## src/rtl/dcwd_pkg.sv

```systemverilog
`timescale 1ns / 1ps
`default_nettype none

package dcwd_pkg;

    // Field widths of the date and result requests.
    localparam int YEAR_W   = 12;
    localparam int MONTH_W  = 4;
    localparam int DAY_W    = 5;
    localparam int HOUR_W   = 5;
    localparam int MINUTE_W = 6;
    localparam int WDAY_W   = 3;
    localparam int DNUM_W   = 16;

    // Internal widths.
    localparam int CENT_W  = 6;   // year / 100 for a 12-bit year
    localparam int REM_W   = 7;   // year % 100
    localparam int DOY_W   = 9;   // day of year, up to 366
    localparam int ZSUM_W  = 9;   // Zeller sum before mod 7, up to 403
    localparam int YDAYS_W = 21;  // whole-year days past the epoch
    localparam int DN_W    = 22;  // unsaturated day number

    localparam int DEF_EPOCH_YEAR = 1970;
    localparam int DEF_LAST_YEAR  = 2100;

    localparam int MAX_HOUR   = 23;
    localparam int MAX_MINUTE = 59;
    localparam int DAYS_YEAR  = 365;

    // x / 100 == (x * 5243) >> 19, exact for x below 43690
    localparam int RECIP_100   = 5243;
    localparam int RECIP_100_S = 19;
    localparam int RECIP_100_W = YEAR_W + 14;

    // x / 7 == (x * 293) >> 11, exact for 9-bit x
    localparam int RECIP_7   = 293;
    localparam int RECIP_7_S = 11;
    localparam int RECIP_7_W = ZSUM_W + 9;

    typedef enum logic [MONTH_W-1:0] {
        JAN = 4'd1, FEB = 4'd2, MAR = 4'd3, APR = 4'd4, MAY = 4'd5, JUN = 4'd6,
        JUL = 4'd7, AUG = 4'd8, SEP = 4'd9, OCT = 4'd10, NOV = 4'd11, DEC = 4'd12
    } month_t;

    // Stage 1 -> stage 2
    typedef struct packed {
        logic                ok;
        logic [YEAR_W-1:0]   year;
        logic [MONTH_W-1:0]  month;
        logic [DAY_W-1:0]    day;
        logic [YEAR_W-1:0]   zy;     // year shifted back for Jan/Feb
        logic [CENT_W-1:0]   yq;     // year / 100
        logic [CENT_W-1:0]   zq;     // zy / 100
        logic [CENT_W-1:0]   pq;     // (year - 1) / 100
    } check_t;

    // Stage 2 -> stage 3
    typedef struct packed {
        logic                ok;
        logic [DOY_W-1:0]    doy;
        logic [YDAYS_W-1:0]  ydays;
        logic [ZSUM_W-1:0]   zsum;
    } count_t;

    function automatic logic [DAY_W-1:0] month_len(input logic [MONTH_W-1:0] m,
                                                   input logic leap);
        logic [DAY_W-1:0] len;
        case (m)
            FEB:                    len = leap ? 5'd29 : 5'd28;
            APR, JUN, SEP, NOV:     len = 5'd30;
            default:                len = 5'd31;
        endcase
        return len;
    endfunction

    // days in the months before m, non-leap year
    function automatic logic [DOY_W-1:0] cum_days(input logic [MONTH_W-1:0] m);
        logic [DOY_W-1:0] d;
        case (m)
            JAN:     d = 9'd0;
            FEB:     d = 9'd31;
            MAR:     d = 9'd59;
            APR:     d = 9'd90;
            MAY:     d = 9'd120;
            JUN:     d = 9'd151;
            JUL:     d = 9'd181;
            AUG:     d = 9'd212;
            SEP:     d = 9'd243;
            OCT:     d = 9'd273;
            NOV:     d = 9'd304;
            DEC:     d = 9'd334;
            default: d = 9'd0;
        endcase
        return d;
    endfunction

    // (13 * (zm + 1)) / 5 with Jan/Feb counted as months 13/14
    function automatic logic [5:0] zeller_month(input logic [MONTH_W-1:0] m);
        logic [5:0] z;
        case (m)
            JAN:     z = 6'd36;
            FEB:     z = 6'd39;
            MAR:     z = 6'd10;
            APR:     z = 6'd13;
            MAY:     z = 6'd15;
            JUN:     z = 6'd18;
            JUL:     z = 6'd20;
            AUG:     z = 6'd23;
            SEP:     z = 6'd26;
            OCT:     z = 6'd28;
            NOV:     z = 6'd31;
            DEC:     z = 6'd33;
            default: z = 6'd0;
        endcase
        return z;
    endfunction

endpackage

`default_nettype wire

```

## src/rtl/dcwd_if.sv

```systemverilog
`timescale 1ns / 1ps
`default_nettype none

interface dcwd_date_if;
    logic                          valid;
    logic                          ready;
    logic [dcwd_pkg::YEAR_W-1:0]   year_in;
    logic [dcwd_pkg::MONTH_W-1:0]  month_in;
    logic [dcwd_pkg::DAY_W-1:0]    day_in;
    logic [dcwd_pkg::HOUR_W-1:0]   hour_in;
    logic [dcwd_pkg::MINUTE_W-1:0] minute_in;

    modport source (output valid, year_in, month_in, day_in, hour_in, minute_in,
                    input ready);
    modport sink   (input valid, year_in, month_in, day_in, hour_in, minute_in,
                    output ready);
endinterface

interface dcwd_result_if;
    logic                        valid;
    logic                        ready;
    logic                        date_valid;
    logic [dcwd_pkg::WDAY_W-1:0] weekday;
    logic [dcwd_pkg::DNUM_W-1:0] day_number;

    modport source (output valid, date_valid, weekday, day_number, input ready);
    modport sink   (input valid, date_valid, weekday, day_number, output ready);
endinterface

`default_nettype wire

```

## src/rtl/date_check_weekday_day_number.sv

```systemverilog
// Gregorian date check with weekday and day number.
//
// date_chan carries one request per date: year, month, day, hour, minute.
// result_chan returns one request per date, in order: date_valid, weekday
// (0 Saturday .. 6 Friday, Zeller) and day_number (EPOCH_YEAR-01-01 is 1).
// Both are zero when any field is out of range.
//
// A date taken on date_chan passes through three register stages (range
// check and /100 products, leap and sums, mod 7 and saturation) and is
// then on result_chan. Throughput: one date per cycle while result_chan
// does not stall.
// Each stage holds a valid bit and loads whenever it is empty or its
// successor takes its contents, so a stall on result_chan backs up stage by
// stage and date_chan.ready drops only once all three stages are full.
// No date is dropped or repeated during a stall.
// Reset clears the stage valid bits; the data registers are not reset.
`timescale 1ns / 1ps
`default_nettype none

module date_check_weekday_day_number #(
    parameter int EPOCH_YEAR = dcwd_pkg::DEF_EPOCH_YEAR,
    parameter int LAST_YEAR  = dcwd_pkg::DEF_LAST_YEAR
) (
    input  wire logic      clk,
    input  wire logic      rst_n,
    dcwd_date_if.sink      date_chan,
    dcwd_result_if.source  result_chan
);
    import dcwd_pkg::*;

    check_t chk;
    logic   chk_valid;
    logic   chk_ready;
    count_t cnt;
    logic   cnt_valid;
    logic   cnt_ready;

    // stage 1: range checks, year / 100 by reciprocal
    dcwd_check #(
        .EPOCH_YEAR (EPOCH_YEAR),
        .LAST_YEAR  (LAST_YEAR)
    ) u_check (
        .clk       (clk),
        .rst_n     (rst_n),
        .date_chan (date_chan),
        .chk       (chk),
        .chk_valid (chk_valid),
        .chk_ready (chk_ready)
    );

    // stage 2: leap year, month length check, day counts, Zeller terms
    dcwd_count #(
        .EPOCH_YEAR (EPOCH_YEAR)
    ) u_count (
        .clk       (clk),
        .rst_n     (rst_n),
        .chk       (chk),
        .chk_valid (chk_valid),
        .chk_ready (chk_ready),
        .cnt       (cnt),
        .cnt_valid (cnt_valid),
        .cnt_ready (cnt_ready)
    );

    // stage 3: weekday, final day number, output register
    dcwd_finish u_finish (
        .clk         (clk),
        .rst_n       (rst_n),
        .cnt         (cnt),
        .cnt_valid   (cnt_valid),
        .cnt_ready   (cnt_ready),
        .result_chan (result_chan)
    );

    // invalid dates carry zero results
    a_invalid_zero: assert property (@(posedge clk) disable iff (!rst_n)
        (result_chan.valid && !result_chan.date_valid)
            |-> (result_chan.weekday == '0 && result_chan.day_number == '0))
        else $error("invalid date with nonzero result");

    // mod 7 never leaves 0..6
    a_weekday_range: assert property (@(posedge clk) disable iff (!rst_n)
        result_chan.valid |-> (result_chan.weekday <= WDAY_W'(6)))
        else $error("weekday out of range");

    // a valid date counts from 1
    a_day_number_nonzero: assert property (@(posedge clk) disable iff (!rst_n)
        (result_chan.valid && result_chan.date_valid) |-> (result_chan.day_number != '0))
        else $error("valid date with zero day number");

    // a date that moves on through stages 1 and 2 lands in the output register
    a_latency: assert property (@(posedge clk) disable iff (!rst_n)
        (date_chan.valid && date_chan.ready) ##1 chk_ready ##1 cnt_ready
            |=> result_chan.valid)
        else $error("accepted date lost in pipeline");

endmodule

`default_nettype wire

```

## src/rtl/dcwd_check.sv

```systemverilog
`timescale 1ns / 1ps
`default_nettype none

// Stage 1: range checks and the divide-by-100 products.
module dcwd_check #(
    parameter int EPOCH_YEAR = dcwd_pkg::DEF_EPOCH_YEAR,
    parameter int LAST_YEAR  = dcwd_pkg::DEF_LAST_YEAR
) (
    input  wire logic             clk,
    input  wire logic             rst_n,
    dcwd_date_if.sink             date_chan,
    output dcwd_pkg::check_t      chk,
    output logic                  chk_valid,
    input  wire logic             chk_ready
);
    import dcwd_pkg::*;

    logic   valid_reg;
    check_t data_reg;
    check_t data_next;
    logic   load;

    logic [YEAR_W-1:0] year_m1;

    assign date_chan.ready = !valid_reg || chk_ready;
    assign load            = date_chan.valid && date_chan.ready;

    always_comb
    begin
        year_m1 = date_chan.year_in - 12'd1;

        data_next.ok = (date_chan.year_in >= YEAR_W'(EPOCH_YEAR))
                    && (date_chan.year_in <= YEAR_W'(LAST_YEAR))
                    && (date_chan.month_in >= JAN) && (date_chan.month_in <= DEC)
                    && (date_chan.day_in != '0)
                    && (date_chan.hour_in <= HOUR_W'(MAX_HOUR))
                    && (date_chan.minute_in <= MINUTE_W'(MAX_MINUTE));
        data_next.year  = date_chan.year_in;
        data_next.month = date_chan.month_in;
        data_next.day   = date_chan.day_in;
        data_next.zy    = (date_chan.month_in < MAR) ? year_m1 : date_chan.year_in;
        data_next.yq    = CENT_W'((RECIP_100_W'(date_chan.year_in)
                                   * RECIP_100_W'(RECIP_100)) >> RECIP_100_S);
        data_next.zq    = CENT_W'((RECIP_100_W'(data_next.zy)
                                   * RECIP_100_W'(RECIP_100)) >> RECIP_100_S);
        data_next.pq    = CENT_W'((RECIP_100_W'(year_m1)
                                   * RECIP_100_W'(RECIP_100)) >> RECIP_100_S);
    end

    always_ff @(posedge clk or negedge rst_n)
    begin
        if (!rst_n)
            valid_reg <= 1'b0;
        else if (date_chan.ready)
            valid_reg <= date_chan.valid;
    end

    always_ff @(posedge clk)
    begin
        if (load)
            data_reg <= data_next;
    end

    assign chk       = data_reg;
    assign chk_valid = valid_reg;

endmodule

`default_nettype wire

```

## src/rtl/dcwd_count.sv

```systemverilog
`timescale 1ns / 1ps
`default_nettype none

// Stage 2: leap year, month length, day of year, year days, Zeller sum.
module dcwd_count #(
    parameter int EPOCH_YEAR = dcwd_pkg::DEF_EPOCH_YEAR
) (
    input  wire logic             clk,
    input  wire logic             rst_n,
    input  wire dcwd_pkg::check_t chk,
    input  wire logic             chk_valid,
    output logic                  chk_ready,
    output dcwd_pkg::count_t      cnt,
    output logic                  cnt_valid,
    input  wire logic             cnt_ready
);
    import dcwd_pkg::*;

    // days in whole years 1 .. EPOCH_YEAR-1
    localparam int EpochP     = EPOCH_YEAR - 1;
    localparam int EPOCH_DAYS = DAYS_YEAR * EpochP + EpochP / 4 - EpochP / 100 + EpochP / 400;

    logic   valid_reg;
    count_t data_reg;
    count_t data_next;

    logic [REM_W-1:0]  yrem;
    logic [REM_W-1:0]  k;
    logic              leap;
    logic [YEAR_W-1:0] p;
    logic [DN_W-1:0]   ydays_full;

    assign chk_ready = !valid_reg || cnt_ready;

    always_comb
    begin
        yrem = REM_W'(chk.year - YEAR_W'(chk.yq) * YEAR_W'(100));
        k    = REM_W'(chk.zy - YEAR_W'(chk.zq) * YEAR_W'(100));
        leap = ((yrem != '0) && (chk.year[1:0] == 2'b00))
            || ((yrem == '0) && (chk.yq[1:0] == 2'b00));
        p    = chk.year - 12'd1;

        ydays_full = DN_W'(p) * DN_W'(DAYS_YEAR) + DN_W'(p >> 2)
                   - DN_W'(chk.pq) + DN_W'(chk.pq >> 2) - DN_W'(EPOCH_DAYS);

        data_next.ok    = chk.ok && (chk.day <= month_len(chk.month, leap));
        data_next.doy   = DOY_W'(chk.day) + cum_days(chk.month)
                        + DOY_W'(leap && (chk.month > FEB));
        data_next.ydays = ydays_full[YDAYS_W-1:0];
        data_next.zsum  = ZSUM_W'(chk.day) + ZSUM_W'(zeller_month(chk.month))
                        + ZSUM_W'(k) + ZSUM_W'(k >> 2)
                        + ZSUM_W'(chk.zq >> 2)
                        + (ZSUM_W'(chk.zq) << 2) + ZSUM_W'(chk.zq);
    end

    always_ff @(posedge clk or negedge rst_n)
    begin
        if (!rst_n)
            valid_reg <= 1'b0;
        else if (chk_ready)
            valid_reg <= chk_valid;
    end

    always_ff @(posedge clk)
    begin
        if (chk_valid && chk_ready)
            data_reg <= data_next;
    end

    assign cnt       = data_reg;
    assign cnt_valid = valid_reg;

endmodule

`default_nettype wire

```

## src/rtl/dcwd_finish.sv

```systemverilog
`timescale 1ns / 1ps
`default_nettype none

// Stage 3: weekday mod 7, day number sum and saturation, result register.
module dcwd_finish (
    input  wire logic             clk,
    input  wire logic             rst_n,
    input  wire dcwd_pkg::count_t cnt,
    input  wire logic             cnt_valid,
    output logic                  cnt_ready,
    dcwd_result_if.source         result_chan
);
    import dcwd_pkg::*;

    logic              valid_reg;
    logic              ok_reg;
    logic [WDAY_W-1:0] wday_reg;
    logic [DNUM_W-1:0] dnum_reg;
    logic [WDAY_W-1:0] wday_next;
    logic [DNUM_W-1:0] dnum_next;

    logic [RECIP_7_W-1:0] q7_prod;
    logic [ZSUM_W-1:0]    q7;
    logic [DN_W-1:0]      dn;

    assign cnt_ready = !valid_reg || result_chan.ready;

    always_comb
    begin
        q7_prod   = RECIP_7_W'(cnt.zsum) * RECIP_7_W'(RECIP_7);
        q7        = ZSUM_W'(q7_prod >> RECIP_7_S);
        wday_next = WDAY_W'(cnt.zsum - q7 * ZSUM_W'(7));
        dn        = DN_W'(cnt.doy) + DN_W'(cnt.ydays);
        dnum_next = (dn > DN_W'({DNUM_W{1'b1}})) ? {DNUM_W{1'b1}} : dn[DNUM_W-1:0];
        if (!cnt.ok)
        begin
            wday_next = '0;
            dnum_next = '0;
        end
    end

    always_ff @(posedge clk or negedge rst_n)
    begin
        if (!rst_n)
            valid_reg <= 1'b0;
        else if (cnt_ready)
            valid_reg <= cnt_valid;
    end

    always_ff @(posedge clk)
    begin
        if (cnt_valid && cnt_ready)
        begin
            ok_reg   <= cnt.ok;
            wday_reg <= wday_next;
            dnum_reg <= dnum_next;
        end
    end

    assign result_chan.valid      = valid_reg;
    assign result_chan.date_valid = ok_reg;
    assign result_chan.weekday    = wday_reg;
    assign result_chan.day_number = dnum_reg;

endmodule

`default_nettype wire

```

## src/flat_wrapper.sv

```systemverilog
// flat-port wrapper written by rule: the top's interface ports become plain ports
module date_check_weekday_day_number_flat import dcwd_pkg::*;
#(
    parameter int EPOCH_YEAR = dcwd_pkg::DEF_EPOCH_YEAR,
    parameter int LAST_YEAR  = dcwd_pkg::DEF_LAST_YEAR
)
  (clk, rst_n, date_chan_valid, date_chan_year_in, date_chan_month_in, date_chan_day_in, date_chan_hour_in, date_chan_minute_in, date_chan_ready, result_chan_valid, result_chan_date_valid, result_chan_weekday, result_chan_day_number, result_chan_ready);
  dcwd_date_if date_chan_i ();
  dcwd_result_if result_chan_i ();
  input  wire logic clk;
  input  wire logic rst_n;
  input wire logic [$bits(date_chan_i.valid)-1:0] date_chan_valid;
  input wire logic [$bits(date_chan_i.year_in)-1:0] date_chan_year_in;
  input wire logic [$bits(date_chan_i.month_in)-1:0] date_chan_month_in;
  input wire logic [$bits(date_chan_i.day_in)-1:0] date_chan_day_in;
  input wire logic [$bits(date_chan_i.hour_in)-1:0] date_chan_hour_in;
  input wire logic [$bits(date_chan_i.minute_in)-1:0] date_chan_minute_in;
  output wire logic [$bits(date_chan_i.ready)-1:0] date_chan_ready;
  output wire logic [$bits(result_chan_i.valid)-1:0] result_chan_valid;
  output wire logic [$bits(result_chan_i.date_valid)-1:0] result_chan_date_valid;
  output wire logic [$bits(result_chan_i.weekday)-1:0] result_chan_weekday;
  output wire logic [$bits(result_chan_i.day_number)-1:0] result_chan_day_number;
  input wire logic [$bits(result_chan_i.ready)-1:0] result_chan_ready;
  assign date_chan_i.valid = date_chan_valid;
  assign date_chan_i.year_in = date_chan_year_in;
  assign date_chan_i.month_in = date_chan_month_in;
  assign date_chan_i.day_in = date_chan_day_in;
  assign date_chan_i.hour_in = date_chan_hour_in;
  assign date_chan_i.minute_in = date_chan_minute_in;
  assign date_chan_ready = date_chan_i.ready;
  assign result_chan_valid = result_chan_i.valid;
  assign result_chan_date_valid = result_chan_i.date_valid;
  assign result_chan_weekday = result_chan_i.weekday;
  assign result_chan_day_number = result_chan_i.day_number;
  assign result_chan_i.ready = result_chan_ready;
  date_check_weekday_day_number #(.EPOCH_YEAR(EPOCH_YEAR), .LAST_YEAR(LAST_YEAR)) u_core (.clk(clk), .rst_n(rst_n), .date_chan(date_chan_i), .result_chan(result_chan_i));
endmodule
```

## config.mk

```make
export PLATFORM = sky130hd
export DESIGN_NAME = date_check_weekday_day_number_flat
export DESIGN_NICKNAME = d
export VERILOG_FILES = /design/src/rtl/dcwd_pkg.sv /design/src/rtl/dcwd_if.sv /design/src/rtl/date_check_weekday_day_number.sv /design/src/rtl/dcwd_check.sv /design/src/rtl/dcwd_count.sv /design/src/rtl/dcwd_finish.sv /design/src/flat_wrapper.sv
export SDC_FILE = /design/constraint.sdc
export NUM_CORES = 1
export LEC_CHECK = 0
export BUFFER_PORTS_ARGS = -buffer_cell sky130_fd_sc_hd__buf_4
export CORE_ASPECT_RATIO = 1.2
export CORE_MARGIN = 1.5
export CORE_UTILIZATION = 45
export DETAILED_ROUTE_END_ITERATION = 16
export MAX_ROUTING_LAYER = met4
export PLACE_DENSITY = 0.57
export SYNTH_ARGS = -nofsm -noshare
export SYNTH_HDL_FRONTEND = slang
export SYNTH_SLANG_ARGS = --single-unit
```

## constraint.sdc

```tcl
create_clock -name clk -period 7.35 [get_ports clk]
set_input_delay 0.3675 -clock clk [delete_from_list [all_inputs] [get_ports clk]]
set_output_delay 0.3675 -clock clk [all_outputs]
set_load 0.03 [all_outputs]
```

# Word-level counts from Yosys, hierarchy flattened
# Memory sizes are Yosys's and may differ from the RTL's. A register that Yosys moved wholly into a read port is not among the register bits.
# Cells that the tools add are included.
[totals]
mem_bits_ro = 240
inputBits = 36
wordCells = 93
register_bits = 110
n_memories = 2
[op_classes]
order_cmp = 10
add_sub_neg = 18
multipliers = 8
reduce_logical = 26
n_eq_ne = 5
mux = 6
[mem_list]
columns = ["memory", "depth", "width", "rd", "rd_ports_with_merged_regs", "wr", "line", "text"]
rows = [
  ["(name not given)", 16, 9, 1, 1, 0, "dcwd_pkg.sv:79", "case (m)"],
  ["(name not given)", 16, 6, 1, 1, 0, "dcwd_pkg.sv:100", "case (m)"],
]
[op_table]
columns = ["cell", "n"]
rows = [
  ["12-bit by 13-bit multiplier with 25-bit output, second input constant", 3],
  ["12-bit by 1-bit subtractor with 12-bit output, second input constant", 2],
  ["9-bit by 21-bit adder with 22-bit output", 1],
  ["22-bit by 16-bit > comparator with 1-bit output, second input constant", 1],
  ["21-bit by 10-bit adder with 21-bit output", 1],
  ["21-bit by 4-bit adder with 21-bit output", 1],
  ["12-bit by 9-bit multiplier with 21-bit output, second input constant", 1],
  ["21-bit by 20-bit subtractor with 21-bit output, second input constant", 1],
  ["21-bit by 6-bit subtractor with 21-bit output", 1],
  ["9-bit by 9-bit multiplier with 18-bit output, second input constant", 1],
  ["16-bit two-way mux", 1],
  ["7-bit subtractor", 2],
  ["1-bit logical AND", 13],
  ["12-bit by 11-bit greater-or-equal comparator with 1-bit output, second input constant", 1],
  ["12-bit less-or-equal comparator, second input constant", 1],
  ["6-bit by 5-bit multiplier with 5-bit output, second input constant", 2],
  ["12-bit two-way mux", 1],
  ["5-bit one-hot mux with 2 select lines", 1],
  ["5-bit by 9-bit adder with 9-bit output", 1],
  ["8-bit by 5-bit adder with 9-bit output", 1],
  ["9-bit by 1-bit adder with 9-bit output", 1],
  ["9-bit by 4-bit adder with 9-bit output", 1],
  ["9-bit by 6-bit adder with 9-bit output", 1],
  ["9-bit by 8-bit adder with 9-bit output", 1],
  ["other kinds (23)", 32],
]

# Depth between registers and ports, before layout
[depth]
word_depth = 9
depth_mapped = 27

# Modules after synthesis
# A second synthesis with hierarchy kept.
[hier_totals]
hier_cells = 1933
area_unflattened_um2 = 19580.0
[modules_own_cells]
columns = ["mod", "area_per_inst_um2", "cells_each", "n_inst"]
rows = [
  ["dcwd_check", 10362.4, 1012, 1],
  ["dcwd_count", 6752.7, 686, 1],
  ["dcwd_finish", 2464.9, 235, 1],
]

# Least setup slack after synthesis
# OpenSTA, ideal clock, no wires.
[synth_timing]
path_kind = "in2reg"
startpoint = "in date_chan_year_in[0]"
endpoint = "reg u_core.u_check.data_reg (netlist bit u_core.u_check.chk[10]), data pin"
setup_ps = 258
arrival_time_ps = 5990
path_buffers = 1
required_ps = 7092
stages = 24
path_slack_ps = 1103
cell_sequence = "buf_2 inv_1 ha_1 nand2_1 a21boi_2 nand2_1 xnor2_1 inv_1 fa_1 fa_1 fa_1 inv_1 fa_1 inv_1 fa_1 inv_1 ha_1 nand2_1 or3_1 nor4_1 nor3_2 nand2_1 a31oi_1 xnor2_1"
[synth_lines]
columns = ["element", "line", "text"]
rows = [
  ["from (decl)", "flat_wrapper.sv:13", "input wire logic [$bits(date_chan_i.year_in)-1:0] date_chan_year_in;"],
  ["to (signal assigned)", "dcwd_check.sv:61", "data_reg <= data_next;"],
  ["to (decl)", "dcwd_check.sv:19", "check_t data_reg;"],
]

==> reports/summary.log <==
[finish] proportion of layout cells with a drive suffix above 1 0.0683
[routing] DRC marker count from the first detailed-route iteration 326
[routing] ratio of routed vias to standard cells 4.87
[synth] number of distinct library cell variants in the gate-level netlist after synthesis 69
[die] Std-Cell Core Area 41600 µm²
[worst_setup_path] nature of the critical path startpoint input port
[clocking] post-CTS setup repair buffer count 0
[global_route] number of antenna violations at the first check in global routing 0
[hold_path] Worst Hold Depth 1
[synth] number of synthesized flops with an enable pin 106
[timing] final critical-path setup slack 0.911 ns
[synth] most frequently used flop master after synthesis sky130_fd_sc_hd__edfxtp_1
[timing] Tightest Pin Transition 0.958 ns
[die] Ports 58
[worst_setup_path] largest stage delay on the critical path 0.54 ns
[worst_setup_path] Reg2Reg Depth 20
[placement] routability congestion estimate 0.888
[finish] count of nets after finishing 2562
[worst_setup_path] critical path class input port to flop
[hold_path] worst min-delay path category input port to flop
[clocking] clk sink count 124
[timing] Final Slew Violations 0
[timing] Worst Clk Skew 0.0101 ns
[clocking] latest clock arrival within the worst-skew pair 0.44 ns
[finish] number of antenna repair diodes 0
[finish] final design utilization 0.498
[worst_setup_path] required time at the worst-slack endpoint 7.55 ns
[synth] Synth async-reset ratio 0.0242
[worst_setup_path] cell type with the highest occurrence count on the critical path sky130_fd_sc_hd__inv_1
[worst_setup_path] Max stage delay cell, worst path sky130_fd_sc_hd__fa_1
[timing] f_max 0.155 GHz
[timing] final count of hold timing violations 0
[synth] synthesized flop and latch total 124
[routing] count of antenna-violating nets left after detailed routing 0
[die] number of core rows 82
[placement] number of buffers added on ports 52
[synth] number of nets in the synthesized netlist 2481
[routing] count of TritonRoute iterations in the first routing pass 4
[run_status] result of the run finished clean
[worst_setup_path] category of the worst setup path capture point flop
[flow_run] max-cap check violation count 0
[global_route] global-route usage over all layers 0.189
[timing] worst max-slew margin expressed relative to the limit 0.343
[routing] Avg WL per Cell 14.4 µm
[global_route] wire length of the first global-routing pass 62700 µm
[synth] part of the Yosys area used for sequential elements 0.189
[die] Die ar. 43200 µm²
[synth] warning count from the yosys run 0
[synth] synthesized cell area 18900 µm²
[global_route] largest net degree at the start of global routing 47
[timing] minimum clock period after layout 6.44 ns
[clocking] Max Buffers Root-to-Sink 2
[routing] DRC violations left 0
[worst_setup_path] internal reg-to-reg setup slack 0.94 ns
[routing] final wirelength 35400 µm
[timing] final worst path period share 0.876
[die] die boundary height 227 µm
[global_route] global route overflow 0
[timing] setup violators final 0
[worst_setup_path] reg2reg end u_core.u_count.cnt[28]
[routing] total via count in the routed design 11941
[finish] Filler cells 3809
[hold_path] hold path startpoint date_chan_day_in[0]
[timing] RSZ-0062 raised after global routing no
[worst_setup_path] signal arrival time at the worst endpoint 6.64 ns
[placement] Detail Placement HPWL 31500 µm
[placement] post-placement setup slack 0.467 ns
[worst_setup_path] maximum fanout encountered on the critical timing path 12
[die] effective utilization at floorplan 0.454
[clocking] CTS root buf sky130_fd_sc_hd__clkbuf_16
[clocking] clock tree from TritonCTS done
[timing] Setup TNS Final 0 ns
[die] floorplan die width 190 µm
[synth] post-synthesis instance total 1810
[clocking] clk slew on worst S/H paths 0.07 ns
[worst_setup_path] launch instance of the worst register-to-register path u_core.u_check.chk[39]
[hold_path] worst min-delay path endpoint u_core.u_check.chk[30]
[clocking] total clock buffers created by CTS 17
[global_route] vias in the first global route 13307
[synth] average size of a mapped cell 10.4 µm²
[clocking] htree depth 4
[finish] area overhead of the layout relative to synthesis 9.58%
## how the worst max path moves through the flow
stage / from / to / slack, ns / cells after the start
2_1_floorplan: date_chan_year_in[0] / u_core.u_check.chk[10] / 1.10 / 24
3_3_place_gp: date_chan_year_in[1] / u_core.u_check.chk[11] / 0.49 / 26
3_5_place_dp: date_chan_year_in[1] / u_core.u_check.chk[10] / 0.47 / 26
4_1_cts: u_core.u_check.chk[39] / u_core.u_count.cnt[28] / 0.82 / 20
5_1_grt: u_core.u_check.chk[39] / u_core.u_count.cnt[28] / 0.48 / 20
6_report: date_chan_year_in[1] / u_core.u_check.chk[10] / 0.91 / 26
## routing by layer
layer  track usage  up-vias  wire (µm)
met3        0.0183       37        595
met2         0.345       97      18900
li1              -     6059          -
met5             -        -          0
met4        0.0653        0        877
met1         0.214     5748      15000
## cells in the final DEF, fill, tap and decap left out, types with 6 or more instances in the layout
| master | n |
|---|---|
| sky130_fd_sc_hd__inv_1 | 465 |
| sky130_fd_sc_hd__nand2_1 | 67 |
| sky130_fd_sc_hd__nor4_1 | 8 |
| sky130_fd_sc_hd__nand2b_1 | 15 |
| sky130_fd_sc_hd__inv_8 | 8 |
| sky130_fd_sc_hd__nor2b_1 | 6 |
| sky130_fd_sc_hd__clkbuf_16 | 18 |
| sky130_fd_sc_hd__o211ai_1 | 7 |
| sky130_fd_sc_hd__o31a_1 | 17 |
| sky130_fd_sc_hd__mux2i_1 | 6 |
| sky130_fd_sc_hd__o31ai_1 | 7 |
| sky130_fd_sc_hd__nor2_1 | 37 |
| sky130_fd_sc_hd__o21ai_0 | 33 |
| sky130_fd_sc_hd__nand4_1 | 11 |
| sky130_fd_sc_hd__dfxtp_1 | 15 |
| sky130_fd_sc_hd__nand3_1 | 20 |
| sky130_fd_sc_hd__edfxtp_1 | 106 |
| sky130_fd_sc_hd__buf_4 | 75 |
| sky130_fd_sc_hd__a31oi_1 | 8 |
| sky130_fd_sc_hd__a211oi_1 | 8 |
| sky130_fd_sc_hd__xnor2_1 | 95 |
| sky130_fd_sc_hd__a21o_1 | 34 |
| sky130_fd_sc_hd__nor3_1 | 12 |
| sky130_fd_sc_hd__a21oi_1 | 52 |
| sky130_fd_sc_hd__o21a_1 | 10 |
| sky130_fd_sc_hd__xor2_1 | 30 |
| sky130_fd_sc_hd__fa_1 | 232 |
| sky130_fd_sc_hd__ha_1 | 403 |
| sky130_fd_sc_hd__and2_1 | 7 |
| sky130_fd_sc_hd__and3_1 | 9 |
## stage by stage
stage	std cells	hold slack, ns	area [µm²]
floorplan	1810	0.0719	18900
global placement	2417	0.157	20100
detailed placement	2417	0.158	20100
CTS	2450	0.0798	20700
global route	2450	0.0851	20700
finish	2450	0.102	20700
## kinds of logic after synthesis
family / Yosys count / synth area share
mux: 10 / 0.00617
compound gates: 217 / 0.0787
simple gates: 216 / 0.0573
flops: 124 / 0.189
fa+ha+maj: 635 / 0.513
buf+inv: 481 / 0.0962
xor+xnor: 127 / 0.0597
## final cells by class
cell class | instances | area, µm² | share of cell area
multi-input combinational | 1205 | 13500 | 0.653
sequential | 124 | 3560 | 0.172
inverter | 467 | 1750 | 0.0848
tap | 546 | 683 | 0.0330
timing repair buffer | 76 | 573 | 0.0277
clock buffer | 18 | 450 | 0.0218
clock inverter | 14 | 158 | 0.00762
## worst max-delay path, delay by kind of cell
family                   cells  cell delay, ns
AND/OR/NAND/NOR              7            1.47
AO/OA/AOI/OAI                2            0.42
adder cells (fa/ha/maj)      7            2.84
XOR/XNOR                     4            0.96
buffers and inverters        6            0.55
## synthesized netlist by cell type, drive strengths merged (2+ instances only)
cell     count  share of area
a221oi       2        0.00093
or4          4         0.0016
buf          4         0.0013
ha         403           0.27
xnor2       97          0.046
dfxtp       15          0.016
nand2b      15         0.0050
a2111oi      3         0.0021
nand2       67          0.013
o21ai       37         0.0098
xor2        30          0.014
edfxtp     106           0.17
o22ai        3        0.00099
mux2         3         0.0018
nor2b        6         0.0020
mux2i        7         0.0044
nand4       11         0.0036
and3         9         0.0030
or3          4         0.0013
o311ai       2        0.00093
nor2        38         0.0080
o21bai       5         0.0020
fa         232           0.25
clkbuf      10         0.0020
inv        467          0.093
nor4         8         0.0027
o31a        17         0.0079
nor3        13         0.0037
dfrtp        3         0.0040
a211oi      10         0.0042
a21boi       6         0.0028
or2          5         0.0017
a31oi        9         0.0038
nand4b       2        0.00093
a211o        5         0.0023
o31ai        8         0.0034
o21a        10         0.0040
nand3       20         0.0053
o211ai       7         0.0028
a21o        34          0.014
a21oi       52          0.014
nor3b        2        0.00080
and2         8         0.0027
## what timing repair did
action | CTS | global route
endpoints found under the hold margin | 3 | 0
gates resized for setup | 0 | 0
setup endpoints to repair | 0 | 0
hold buffers | 1 | 0
Power is not shown: default switching activity piles up to over one toggle a cycle in this logic, so the estimate is an artifact.
